--- src/hdl/zcgd_pkg.sv ---
// Shared types, constants and code tables for the zero count group decoder.
package zcgd_pkg;

    localparam int ZcW       = 16;
    localparam int ResW      = 8;
    localparam int BudgetW   = 20;
    localparam int MaxRes    = 4;
    localparam int CntW      = 3;
    localparam int IdxW      = 2;
    localparam int CfgIdxW   = 2;
    localparam int CfgDataW  = 20;

    localparam logic [BudgetW-1:0] UsedMax = {BudgetW{1'b1}};

    // Configuration register indexes
    localparam logic [CfgIdxW-1:0] CFG_TARGET_ZEROS   = 2'd0;
    localparam logic [CfgIdxW-1:0] CFG_RESIDUAL_COUNT = 2'd1;
    localparam logic [CfgIdxW-1:0] CFG_BIT_BUDGET     = 2'd2;

    // Result lengths
    localparam logic [1:0] LEN_MARKER = 2'd0;
    localparam logic [1:0] LEN_RAW    = 2'd1;
    localparam logic [1:0] LEN_GROUP  = 2'd3;

    typedef enum logic [1:0] {
        PH_GROUP = 2'd0,
        PH_RAW   = 2'd1
    } phase_t;

    typedef struct packed {
        logic [2:0] val;
        logic [1:0] len;
        logic       last;
        logic [2:0] unc;
    } res_t;

    // Up to four results caused by one item, oldest in item[0]
    typedef struct packed {
        res_t [MaxRes-1:0] item;
        logic [CntW-1:0]   cnt;
    } bundle_t;

    // Map a complete prefix code to its 3-bit group
    function automatic logic [2:0] group_of(logic [3:0] code, logic [2:0] code_len);
        logic [2:0] grp;
        grp = 3'd0;
        if (code_len == 3'd4) begin
            grp = code[0] ? 3'd7 : 3'd5;
        end else if (code_len == 3'd3) begin
            unique case (code[2:0])
                3'd2:    grp = 3'd1;
                3'd3:    grp = 3'd2;
                3'd4:    grp = 3'd4;
                3'd5:    grp = 3'd6;
                default: grp = 3'd3;
            endcase
        end
        return grp;
    endfunction

endpackage

--- src/hdl/zcgd_decode.sv ---
// Prefix decoder with zero counting, raw tail handling and block restart.
module zcgd_decode (
    input  logic                                aclk,
    input  logic                                aresetn,
    input  logic                                accept,
    input  logic                                code_bit,
    input  logic [zcgd_pkg::ZcW-1:0]            target_zeros,
    input  logic [zcgd_pkg::ResW-1:0]           residual_count,
    input  logic [zcgd_pkg::BudgetW-1:0]        bit_budget,
    output zcgd_pkg::bundle_t                   bundle
);

    typedef struct packed {
        zcgd_pkg::bundle_t          b;
        logic [zcgd_pkg::ZcW-1:0]   zc;
        logic                       fin;
    } raw_res_t;

    logic [zcgd_pkg::ZcW-1:0]     zc_reg, zc_next;
    logic [zcgd_pkg::BudgetW-1:0] bu_reg, bu_next;
    logic [3:0]                   cb_reg, cb_next;
    logic [2:0]                   cl_reg, cl_next;
    zcgd_pkg::phase_t             ph_reg, ph_next;

    logic [zcgd_pkg::BudgetW-1:0] bu_inc;
    logic [3:0]                   cb_new;
    logic [2:0]                   cl_new;
    logic                         done;
    logic [2:0]                   grp;
    logic [1:0]                   z;
    logic [zcgd_pkg::ZcW:0]       over_sum;
    logic [zcgd_pkg::ZcW-1:0]     zc_sum;
    logic                         ms_cur, ms_new;
    logic                         use_raw, restart;
    logic [3:0]                   rf_buf;
    logic [2:0]                   rf_len;
    raw_res_t                     rf;

    function automatic logic may_start(logic [15:0] zc, logic [19:0] bu, logic [15:0] tgt,
                                       logic [7:0] res, logic [19:0] budget);
        logic [16:0] zr;
        logic [20:0] br;
        zr = 17'(zc) + 17'(res);
        br = 21'(bu) + 21'(res) + 21'd2;
        return (zr <= 17'(tgt)) && (zc < tgt) && (br <= 21'(budget));
    endfunction

    // Emit len bits of buf_in raw, oldest first, until the zero target is met
    function automatic raw_res_t raw_feed(logic [3:0] buf_in, logic [2:0] len,
                                          logic [15:0] zc, logic [15:0] tgt);
        raw_res_t    r;
        logic [3:0]  al;
        logic [15:0] gap;
        logic [2:0]  zeros;
        logic        stop;
        logic        b;
        r     = '0;
        r.zc  = zc;
        al    = '0;
        gap   = '0;
        zeros = '0;
        stop  = 1'b0;
        b     = 1'b0;
        if (zc >= tgt) begin
            r.b.item[0].last = 1'b1;
            r.b.item[0].len  = zcgd_pkg::LEN_MARKER;
            r.b.item[0].unc  = len;
            r.b.cnt          = 3'd1;
            r.fin            = 1'b1;
        end else begin
            gap = tgt - zc;
            al  = buf_in << (3'd4 - len);
            for (int i = 0; i < zcgd_pkg::MaxRes; i++) begin
                if (!stop && (3'(i) < len)) begin
                    b     = al[3-i];
                    zeros = zeros + {2'b00, ~b};
                    r.b.item[i].val = {2'b00, b};
                    r.b.item[i].len = zcgd_pkg::LEN_RAW;
                    if (16'(zeros) >= gap) begin
                        r.b.item[i].last = 1'b1;
                        r.b.item[i].unc  = len - 3'(i) - 3'd1;
                        stop  = 1'b1;
                        r.fin = 1'b1;
                    end
                    r.b.cnt = 3'(i + 1);
                end
            end
            r.zc = zc + 16'(zeros);
        end
        return r;
    endfunction

    assign bu_inc = (bu_reg == zcgd_pkg::UsedMax) ? bu_reg : bu_reg + 20'd1;
    assign cb_new = {cb_reg[2:0], code_bit};
    assign cl_new = cl_reg + 3'd1;
    assign grp    = zcgd_pkg::group_of(cb_new, cl_new);
    assign z      = 2'(3'd3 - (3'(grp[0]) + 3'(grp[1]) + 3'(grp[2])));
    assign over_sum = 17'(zc_reg) + 17'(z) + 17'(residual_count);
    assign zc_sum = zc_reg + 16'(z);
    assign ms_cur = may_start(zc_reg, bu_reg, target_zeros, residual_count, bit_budget);
    assign ms_new = may_start(zc_sum, bu_inc, target_zeros, residual_count, bit_budget);
    assign rf     = raw_feed(rf_buf, rf_len, zc_reg, target_zeros);

    always_comb begin
        unique case (cl_new)
            3'd2:    done = (cb_new[1:0] == 2'b00);
            3'd3:    done = (cb_new[2:0] != 3'b111);
            3'd4:    done = 1'b1;
            default: done = 1'b0;
        endcase
    end

    always_comb begin
        zc_next = zc_reg;
        bu_next = bu_reg;
        cb_next = cb_reg;
        cl_next = cl_reg;
        ph_next = ph_reg;
        bundle  = '0;
        use_raw = 1'b0;
        restart = 1'b0;
        rf_buf  = {3'b000, code_bit};
        rf_len  = 3'd1;

        unique case (ph_reg)
            zcgd_pkg::PH_RAW: begin
                bu_next = bu_inc;
                use_raw = 1'b1;
            end
            zcgd_pkg::PH_GROUP: begin
                if (cl_reg == 3'd0 && bu_reg == '0 && !ms_cur) begin
                    // block start with no room for a group
                    if (residual_count == '0) begin
                        bundle.item[0].last = 1'b1;
                        bundle.item[0].unc  = 3'd1;
                        bundle.cnt          = 3'd1;
                        restart             = 1'b1;
                    end else begin
                        bu_next = 20'd1;
                        use_raw = 1'b1;
                    end
                end else begin
                    bu_next = bu_inc;
                    if (!done) begin
                        cb_next = cb_new;
                        cl_next = cl_new;
                    end else begin
                        cb_next = '0;
                        cl_next = '0;
                        bundle.item[0].val = grp;
                        bundle.item[0].len = zcgd_pkg::LEN_GROUP;
                        bundle.cnt         = 3'd1;
                        if (over_sum > 17'(target_zeros)) begin
                            // overshooting group: hand back or pass raw
                            if (residual_count == '0) begin
                                bundle              = '0;
                                bundle.item[0].last = 1'b1;
                                bundle.item[0].unc  = cl_new;
                                bundle.cnt          = 3'd1;
                                restart             = 1'b1;
                            end else begin
                                use_raw = 1'b1;
                                rf_buf  = cb_new;
                                rf_len  = cl_new;
                            end
                        end else begin
                            zc_next = zc_sum;
                            if (!ms_new) begin
                                if (residual_count == '0 || zc_sum >= target_zeros) begin
                                    bundle.item[0].last = 1'b1;
                                    restart             = 1'b1;
                                end else begin
                                    ph_next = zcgd_pkg::PH_RAW;
                                end
                            end
                        end
                    end
                end
            end
            default: begin
                restart = 1'b1;
            end
        endcase

        if (use_raw) begin
            bundle  = rf.b;
            ph_next = zcgd_pkg::PH_RAW;
            zc_next = rf.zc;
            restart = rf.fin;
        end

        if (restart) begin
            zc_next = '0;
            bu_next = '0;
            cb_next = '0;
            cl_next = '0;
            ph_next = zcgd_pkg::PH_GROUP;
        end
    end

    always_ff @(posedge aclk) begin
        if (!aresetn) begin
            zc_reg <= '0;
            bu_reg <= '0;
            cb_reg <= '0;
            cl_reg <= '0;
            ph_reg <= zcgd_pkg::PH_GROUP;
        end else if (accept) begin
            zc_reg <= zc_next;
            bu_reg <= bu_next;
            cb_reg <= cb_next;
            cl_reg <= cl_next;
            ph_reg <= ph_next;
        end
    end

endmodule

--- src/hdl/zcgd_outq.sv ---
// Result register holding one item's results and handing them out one per cycle while m_ready is high.
module zcgd_outq (
    input  logic              aclk,
    input  logic              aresetn,
    input  logic              load,
    input  zcgd_pkg::bundle_t bundle,
    output logic              room,
    output logic              m_valid,
    input  logic              m_ready,
    output zcgd_pkg::res_t    m_res
);

    zcgd_pkg::bundle_t              bundle_reg;
    logic [zcgd_pkg::CntW-1:0]      left_reg, left_next;
    logic [zcgd_pkg::IdxW-1:0]      idx_reg, idx_next;
    logic                           pop;

    assign m_valid = (left_reg != '0);
    assign pop     = m_valid && m_ready;
    assign m_res   = bundle_reg.item[idx_reg];
    // free next cycle: empty, or last result leaving now
    assign room    = (left_reg == '0) || (left_reg == 3'd1 && m_ready);

    always_comb begin
        left_next = left_reg;
        idx_next  = idx_reg;
        if (load) begin
            left_next = bundle.cnt;
            idx_next  = '0;
        end else if (pop) begin
            left_next = left_reg - 3'd1;
            idx_next  = idx_reg + 2'd1;
        end
    end

    always_ff @(posedge aclk) begin
        if (!aresetn) begin
            left_reg <= '0;
            idx_reg  <= '0;
        end else begin
            left_reg <= left_next;
            idx_reg  <= idx_next;
        end
    end

    always_ff @(posedge aclk) begin
        if (load) begin
            bundle_reg <= bundle;
        end
    end

    a_left_range: assert property (@(posedge aclk) disable iff (!aresetn)
        left_reg <= 3'(zcgd_pkg::MaxRes))
        else $error("result count out of range");

    a_idx_fits: assert property (@(posedge aclk) disable iff (!aresetn)
        m_valid |-> (3'(idx_reg) + left_reg <= 3'(zcgd_pkg::MaxRes)))
        else $error("result index past end of stored results");

    a_load_shows: assert property (@(posedge aclk) disable iff (!aresetn)
        (load && bundle.cnt != '0) |=> m_valid)
        else $error("loaded results not presented");

    a_last_final: assert property (@(posedge aclk) disable iff (!aresetn)
        (m_valid && m_res.last) |-> (left_reg == 3'd1))
        else $error("block end flagged before final stored result");

endmodule

--- src/hdl/zero_count_group_decoder_top.sv ---
// Top level of the zero count group decoder: ports, configuration registers, wiring.
//
// Usage:
//   Input channel (s_valid/s_ready/s_code_bit) takes one code bit per item,
//   oldest bit of the stream first. Result channel (m_valid/m_ready) delivers
//   decoded 3-bit groups (m_sym_len = 3), raw tail bits (m_sym_len = 1) or an
//   end marker (m_sym_len = 0). m_last marks the final result of a block and
//   m_unconsumed_bits counts the trailing input bits that belong to the next
//   consumer; the next bit accepted starts a new block.
//   Configuration (cfg_valid/cfg_ready/cfg_index/cfg_data) writes target_zeros
//   (index 0), residual_count (index 1) and bit_budget (index 2); write only
//   while no results are outstanding. cfg_ready is always high.
// Timing:
//   Results of an item appear on the cycle after it is accepted. Items that
//   cause zero or one result let bits stream at one per cycle while m_ready
//   stays high; an item that releases k buffered raw bits (k up to 4) holds
//   the input until the single result port has drained the result register.
// Reset: aresetn low clears the decoder state, the configuration and any
//   pending results. Stall: while m_ready is low the current result holds and
//   s_ready drops once the result register cannot be freed in the next cycle.
module zero_count_group_decoder_top (
    input  logic                                aclk,
    input  logic                                aresetn,
    input  logic                                s_valid,
    output logic                                s_ready,
    input  logic                                s_code_bit,
    output logic                                m_valid,
    input  logic                                m_ready,
    output logic [2:0]                          m_sym_value,
    output logic [1:0]                          m_sym_len,
    output logic                                m_last,
    output logic [2:0]                          m_unconsumed_bits,
    input  logic                                cfg_valid,
    output logic                                cfg_ready,
    input  logic [zcgd_pkg::CfgIdxW-1:0]        cfg_index,
    input  logic [zcgd_pkg::CfgDataW-1:0]       cfg_data
);

    logic [zcgd_pkg::ZcW-1:0]     target_zeros_reg;
    logic [zcgd_pkg::ResW-1:0]    residual_count_reg;
    logic [zcgd_pkg::BudgetW-1:0] bit_budget_reg;

    logic              s_accept;
    zcgd_pkg::bundle_t bundle;
    zcgd_pkg::res_t    m_res;

    assign cfg_ready = 1'b1;
    assign s_accept  = s_valid && s_ready;

    // Hold configuration; indexes beyond the list are dropped
    always_ff @(posedge aclk) begin
        if (!aresetn) begin
            target_zeros_reg   <= '0;
            residual_count_reg <= '0;
            bit_budget_reg     <= '0;
        end else if (cfg_valid && cfg_ready) begin
            unique case (cfg_index)
                zcgd_pkg::CFG_TARGET_ZEROS:   target_zeros_reg   <= cfg_data[15:0];
                zcgd_pkg::CFG_RESIDUAL_COUNT: residual_count_reg <= cfg_data[7:0];
                zcgd_pkg::CFG_BIT_BUDGET:     bit_budget_reg     <= cfg_data;
                default: ;
            endcase
        end
    end

    // Decode the accepted bit into this item's results
    zcgd_decode u_decode (
        .aclk           (aclk),
        .aresetn        (aresetn),
        .accept         (s_accept),
        .code_bit       (s_code_bit),
        .target_zeros   (target_zeros_reg),
        .residual_count (residual_count_reg),
        .bit_budget     (bit_budget_reg),
        .bundle         (bundle)
    );

    // Store the results and hand them out one per cycle while m_ready is high
    zcgd_outq u_outq (
        .aclk    (aclk),
        .aresetn (aresetn),
        .load    (s_accept),
        .bundle  (bundle),
        .room    (s_ready),
        .m_valid (m_valid),
        .m_ready (m_ready),
        .m_res   (m_res)
    );

    assign m_sym_value       = m_res.val;
    assign m_sym_len         = m_res.len;
    assign m_last            = m_res.last;
    assign m_unconsumed_bits = m_res.unc;

endmodule

--- config.mk ---
export PLATFORM = sky130hd
export DESIGN_NAME = zero_count_group_decoder_top
export DESIGN_NICKNAME = d
export VERILOG_FILES = /design/src/hdl/zcgd_pkg.sv /design/src/hdl/zcgd_decode.sv /design/src/hdl/zcgd_outq.sv /design/src/hdl/zero_count_group_decoder_top.sv
export SDC_FILE = /design/constraint.sdc
export NUM_CORES = 1
export LEC_CHECK = 0
export BUFFER_PORTS_ARGS = -buffer_cell sky130_fd_sc_hd__buf_2
export CAP_MARGIN = 20
export CELL_PAD_IN_SITES_DETAIL_PLACEMENT = 1
export CELL_PAD_IN_SITES_GLOBAL_PLACEMENT = 1
export CORE_UTILIZATION = 39
export CTS_CLUSTER_DIAMETER = 30
export DETAILED_ROUTE_END_ITERATION = 6
export PLACE_DENSITY = 0.69
export SLEW_MARGIN = 40
export SYNTH_ARGS = -nofsm -noshare
export SYNTH_HDL_FRONTEND = slang
export SYNTH_SLANG_ARGS = --single-unit
--- constraint.sdc ---
create_clock -name aclk -period 11.3 [get_ports aclk]
set_input_delay 1.13 -clock aclk [delete_from_list [all_inputs] [get_ports aclk]]
set_output_delay 1.13 -clock aclk [all_outputs]
set_load 0.02 [all_outputs]
**Word-level counts from Yosys, hierarchy flattened**

Cells that the tools add are included.

- Add/subtract/negate cells: 28
- Multipliers: 0
- Div/mod/pow operators: 0
- Order comparisons: 18
- Eq/ne operators: 20
- Shift-type cells: 1
- Muxes and demuxes: 107
- Bitwise gates (word level): 5
- Reduce and logical (&&, ||, !) cells: 39

Operators with widths:

| kind | number |
|---|---|
| 39-bit two-way mux | 3 |
| 16-bit two-way mux | 7 |
| 3-bit two-way mux | 27 |
| 20-bit two-way mux | 4 |
| 3-bit by 16-bit >= comparator with 1-bit output | 3 |
| 20-bit by 8-bit adder with 21-bit output | 2 |
| 21-bit by 2-bit adder with 21-bit output, second input constant | 2 |
| 21-bit by 20-bit <= comparator with 1-bit output | 2 |
| 20-bit case mux with 2 select lines | 1 |
| 4-bit two-way mux | 9 |
| 7-bit two-way mux | 5 |
| 16-bit by 8-bit adder with 17-bit output | 2 |
| 17-bit by 16-bit <= comparator with 1-bit output | 2 |
| 16-bit >= comparator | 2 |
| 16-bit < comparator | 2 |
| 32-bit two-way mux | 1 |
| 1-bit two-way mux | 29 |
| 28-bit two-way mux | 1 |
| 20-bit by 1-bit adder with 20-bit output, second input constant | 1 |
| 20-bit == test, second input constant | 1 |
| 20-bit zero test | 1 |
| 9-bit binary-select mux with 2-bit select | 1 |
| 2-bit two-way mux | 9 |
| 9-bit two-way mux | 2 |
| 50 further kinds | 99 |

- Flip-flop bits (word level): 129
- Bits in latches: 0
- Memory bits (writable): 0
- Bits in read-only memories: 0
- Input bits: 28
- Output and inout port bits: 12
- Word-level logic and storage cells: 244
- Memories: 0

**Logic depth before layout (Yosys ltp)**

- Word-level depth: 38
- Depth in mapped cells: 63
- Depth with buffers taken out: 62

**By module**

Synthesis repeated with hierarchy kept, for this count alone.

- Cells, all modules: 1656
- Area total of the unflattened synthesis: 13715.7 um^2

By module, submodules not included:

| module | instances | cells an instance | area each (um^2) | sequential area each (um^2) |
|---|---|---|---|---|
| zcgd_decode | 1 | 1402 | 10442.5 | 860.8 |
| zero_count_group_decoder_top | 1 | 170 | 1692.9 | 880.8 |
| zcgd_outq | 1 | 84 | 1580.3 | 1181.1 |

**Worst setup path after synthesis**

OpenSTA, ideal clock, no wires.

- Path kind: input to register
- Start point: in s_code_bit
- End point: reg u_decode.zc_reg[13] (netlist bit)
- Setup time: 59 ps
- Arrival time: 11902 ps
- Required time: 11241 ps
- Path slack: -661 ps
- Stages on the path: 60
- Buffers on the path: 2
- Cells stage by stage: inv_1 > o21ai_0 > o21ai_0 > fa_1 > fa_1 > inv_1 > ha_1 > inv_1 > fa_1 > nor2b_1 > o21ai_0 > a21oi_1 > nor2_1 > nor2_1 > o21a_1 > o21ai_0 > nand2b_1 > nand3_1 > [... 24 more ...] > a21o_1 > a21o_1 > inv_1 > a2111oi_0 > o21ai_0 > nand2_1 > buf_2 > mux2_2 > ha_1 > a21o_1 > a21oi_1 > or3_1 > or2_2 > nor2_1 > mux2i_1 > or4_1 > a21oi_1 > a31o_1

- Cells in the longest elaborated chain, start to end: 38
- Elaborated cells on any way between the ends: 106
- Classes of those cells: 12 x add/sub; 12 x order compare; 8 x eq/ne; 1 x shift; 56 x mux; 4 x bitwise; 13 x reduce/logical

Ends and longest elaborated chain:

| item | RTL line | text |
|---|---|---|
| start, declared | zero_count_group_decoder_top.sv:26 | `input logic s_code_bit,` |
| 3-bit == test or 3-bit by 2-bit == test with 1-bit output (tied branches) | zcgd_pkg.sv:50 | `unique case (code[2:0])` |
| 3-bit case mux with 4 select lines | zcgd_pkg.sv:50 |  |
| 3-bit two-way mux | zcgd_pkg.sv:49 | `end else if (code_len == 3'd3) begin` |
| 3-bit two-way mux | zcgd_pkg.sv:47 | `if (code_len == 3'd4) begin` |
| 1-bit by 1-bit adder with 2-bit output | zcgd_decode.sv:97 | `assign z = 2'(3'd3 - (3'(grp[0]) + 3'(grp[1]) + 3'(grp[2])));` |
| 2-bit by 1-bit adder with 2-bit output | zcgd_decode.sv:97 |  |
| 2-bit subtractor | zcgd_decode.sv:97 |  |
| 16-bit by 2-bit adder with 17-bit output | zcgd_decode.sv:98 | `assign over_sum = 17'(zc_reg) + 17'(z) + 17'(residual_count);` |
| [... 6 more ...] | n/a |  |
| via u_decode.rf_len[1] | zcgd_decode.sv:36 | `logic [2:0] rf_len;` |
| [... 16 more ...] | n/a |  |
| 1-bit zero test | zcgd_decode.sv:74 | `if (!stop && (3'(i) < len)) begin` |
| 1-bit logical AND | zcgd_decode.sv:74 |  |
| 3-bit two-way mux | zcgd_decode.sv:74 |  |
| 3-bit two-way mux | zcgd_decode.sv:64 | `if (zc >= tgt) begin` |
| 16-bit by 3-bit adder with 16-bit output | zcgd_decode.sv:88 | `r.zc = zc + 16'(zeros);` |
| 16-bit two-way mux | zcgd_decode.sv:64 |  |
| 16-bit two-way mux | zcgd_decode.sv:185 | `if (use_raw) begin` |
| 16-bit two-way mux | zcgd_decode.sv:192 | `if (restart) begin` |
| end signal, assigned | zcgd_decode.sv:209 | `zc_reg <= zc_next;` |
| end, declared | zcgd_decode.sv:19 | `logic [zcgd_pkg::ZcW-1:0] zc_reg, zc_next;` |

The timed path passes the listed nets; every way through them passes the cells marked *. The select of a mux whose other input is x is not followed.
A chain may end at the register's enable or synchronous reset.

**Worst setup path in the final report**

Ends and elaborated chain as after synthesis.

==> impl_metrics.py <==
metrics = {
    "synthesis": {
        "yosys-top-cells-area": "ha_1, dfxtp_1, xnor2_1",
        "synth_xor_area_share_pct": 7.789,
        "yosys-top-cells-count": "ha_1, nand2_1, nor2_1",
        "yosysMostFrequentCell": "ha_1",
        "synth_seq_cells": 119,
        "syn_area_per_cell_sq_um": 7.994,
        "async_reset_ff_share_pct": 0,
        "yosysWarnings": 0,
        "synth_compound_area_share_pct": 19.49,
        "seq_area_frac_synth_pct": 19.52,
        "synthFlopType": "dfxtp_1",
        "synthCells": 1700,
        "synth_top_cell_by_area": "ha_1",
        "synth_top_family_by_area": "simple AND/OR/NAND/NOR gates",
        "synth-adder-area-share_pct": 21.60,
        "synthSimpleGateAreaFrac_pct": 22.82,
        "synth_top_cell_area_share_pct": 19.24,
        "synth.area.mux_share_pct": 2.891,
        "synth_edf_count": 27,
        "yosysUniqueCellTypes": 107,
        "synth_fp_nets": 1953,
        "syn-cell-area_sq_um": 13590,
    },
    "route": {
        "drt-total-wl_um": 48950,
        "via_per_inst": 5.812,
        "wl_per_cell_um": 21.69,
        "vias": 13120,
        "drtPass1Iterations": 5,
        "drt_iter0_markers": 572,
        "drtAntennaViolNets": 0,
        "drc": 0,
    },
    "cells_and_area": {
        "fin_util_pct": 47.18,
        "n_antenna_cell": 0,
        "fillers": 4114,
        "layout-drive-gt1-share_pct": 17.97,
        "largest_register_ffs": 27,
        "areaGrowthSynthToFinish_pct": 17.58,
        "finalInstanceArea_sq_um": 15980,
        "final_nets": 2049,
    },
    "critical_path": {
        "cpPeakStageDelay_ns": 0.51,
        "cp.arrival_ns": 11.56,
        "critical_path_class": "in -> reg",
        "required_ns": 11.71,
        "endpoint_kind": "flip-flop",
        "cpMostUsedCell": "ha_4",
        "regToRegStartpoint": "u_decode.cl_reg[1]",
        "cpMaxStageDelayCell": "or4_1",
        "crit_start": "s_code_bit",
        "path_max_fanout": 5,
        "startpoint_type": "input port",
    },
    "grt": {
        "grt_max_degree": 60,
        "gr-usage-all-layers_pct": 27.51,
        "grt_pass1_vias": 13450,
        "grt_pass1_wl_um": 75280,
        "grt_overflow": 0,
        "antenna_found_initial": 1,
    },
    "pwr": {
        "leakagePower_nw": 6.635,
        "powerDensity_nw_per_um2": 184.9,
        "power.total_mw": 2.955,
        "ir_drop_mv": 0.1451,
    },
    "die": {
        "die_width_um": 188.7,
        "die-area_sq_um": 35600,
        "coreArea_sq_um": 33870,
        "ios": 40,
        "rows": 67,
        "initial_utilization_pct": 40.13,
        "die_h_um": 188.7,
    },
    "status": {
        "status": "finished, final reports clean",
    },
    "clocking": {
        "clock_latency_ns": 0.47,
        "cts.reportedPaths.clkPinSlew_ns": 0.06,
        "cts_sinks": 119,
        "numCtsBuffers": 17,
        "cts_root_buffer": "clkbuf_16",
        "cts_max_level": 4,
        "clock_path_buffers": 2,
        "cts_tree": "built",
    },
    "timing": {
        "hold_violations": 0,
        "final_max_slew_viol_count": 0,
        "relSlewSlack_pct": 38.48,
        "skew_ns": 0.01227,
        "post-route-period-util_pct": 98.69,
        "rsz0062_at_grt": "yes",
        "worst_pin_slew_ns": 0.9228,
        "post-route-min-period_ns": 11.15,
        "max_freq_ghz": 0.08967,
        "setup_viol": 0,
        "setup_slack_ns": 0.1483,
    },
    "worst_hold_path": {
        "hold_class": "reg -> reg",
        "hp-start": "bit_budget_reg[6]",
    },
    "job": {
        "maxCapViolCount": 0,
    },
    "placed_design": {
        "hpwlAfterDp_um": 39040,
        "dp_slack_ns": -0.8072,
        "gp_congestion": 0.9156,
        "post_dp_cell_area_sq_um": 14760,
        "io_buffers": 38,
    },
}
[report_power, final]
part           internal [mW]  total [mW]  switching (mW)  leakage (nW)
registers              0.501       0.549          0.0475          1.01
clock network          0.347       0.579           0.232         0.287
logic                  0.716        1.83            1.11          5.34
total                   1.56        2.95            1.39          6.64
[worst paths after layout]
| path | to | cells after the start | slack, ns |
|---|---|---|---|
| max | u_decode.zc_reg[13] | 60 | 0.15 |
| min | bit_budget_reg[6] | 2 | 0.45 |
| max reg2reg | u_decode.zc_reg[13] | 61 | 0.18 |
| min reg2reg | bit_budget_reg[6] | 2 | 0.45 |
[per-layer routing]
metal / routed length, um / track usage (%) / vias up
met5: 9 / 0 / -
met4: 981 / 8.313 / 2
met3: 1944 / 4.656 / 53
met2: 23410 / 46.28 / 242
met1: 22600 / 35.74 / 6512
li1: - / - / 6309
[area by class of cell]
cell class | instances | area, sq um | area share (%)
Timing Repair Buffer | 148 | 1037 | 6.491
Sequential cell | 119 | 2655 | 16.62
Clock inverter | 11 | 150.1 | 0.9396
Tap cell | 448 | 560.5 | 3.508
Multi-Input combinational cell | 1387 | 10670 | 66.78
Clock buffer | 21 | 440.4 | 2.756
Inverter | 123 | 464.2 | 2.905
[through the flow]
| stage | std cells | TNS [ns] | hold WS (ns) |
|---|---|---|---|
| after floorplan | 1700 | 0 | 0.4363 |
| after global placement | 2202 | -4.648 | 0.4447 |
| after detailed placement | 2202 | -20.95 | 0.4484 |
| after CTS | 2241 | 0 | 0.4550 |
| after global routing | 2257 | -1.100 | 0.4674 |
| final | 2257 | 0 | 0.4536 |
[critical path, delay by kind of cell]
family	cells	cell delay, ns
muxes	3	0.57
adders and majority gates	11	3.11
xor gates and xnor gates	1	0.08
buffers and inverters	6	0.46
and+or+nand+nor	20	3.00
AOI/OAI and AO/OA	19	3.17
[layout by cell type, fill, tap and decap left out, drive strengths merged, types with 16 or more instances in the layout]
cell    synthesis  routed
clkbuf         34      21
buf            37     148
fa             16      16
nor2          141     141
edfxtp         27      27
inv           123     124
nand2         188     188
nand3          54      54
or3            26      26
ha            209     209
o21ai          66      66
dfxtp          92      92
a31oi          22      22
a21o           21      21
nand4          36      36
a21oi         129     129
nand2b         26      26
xor2           24      24
nor4           22      22
xnor2          96      96
and2           16      16
mux2i          19      19
nor3           45      45
[what timing repair did]
action | in CTS | in global routing
setup endpoints to repair | 38 | 43
setup buffers | 7 | 16
gates resized for setup | 20 | 83
pin swaps | 16 | 57
hold buffers | 0 | 0
[logic make-up after synthesis]
family | count (synthesis)
simple gates | 621
compound gates | 388
fa+ha+maj | 225
buf+inv | 194
xor+xnor | 120
flops | 119
mux | 31
other cells | 2
Note: power is estimated with default switching activity, not from simulation.
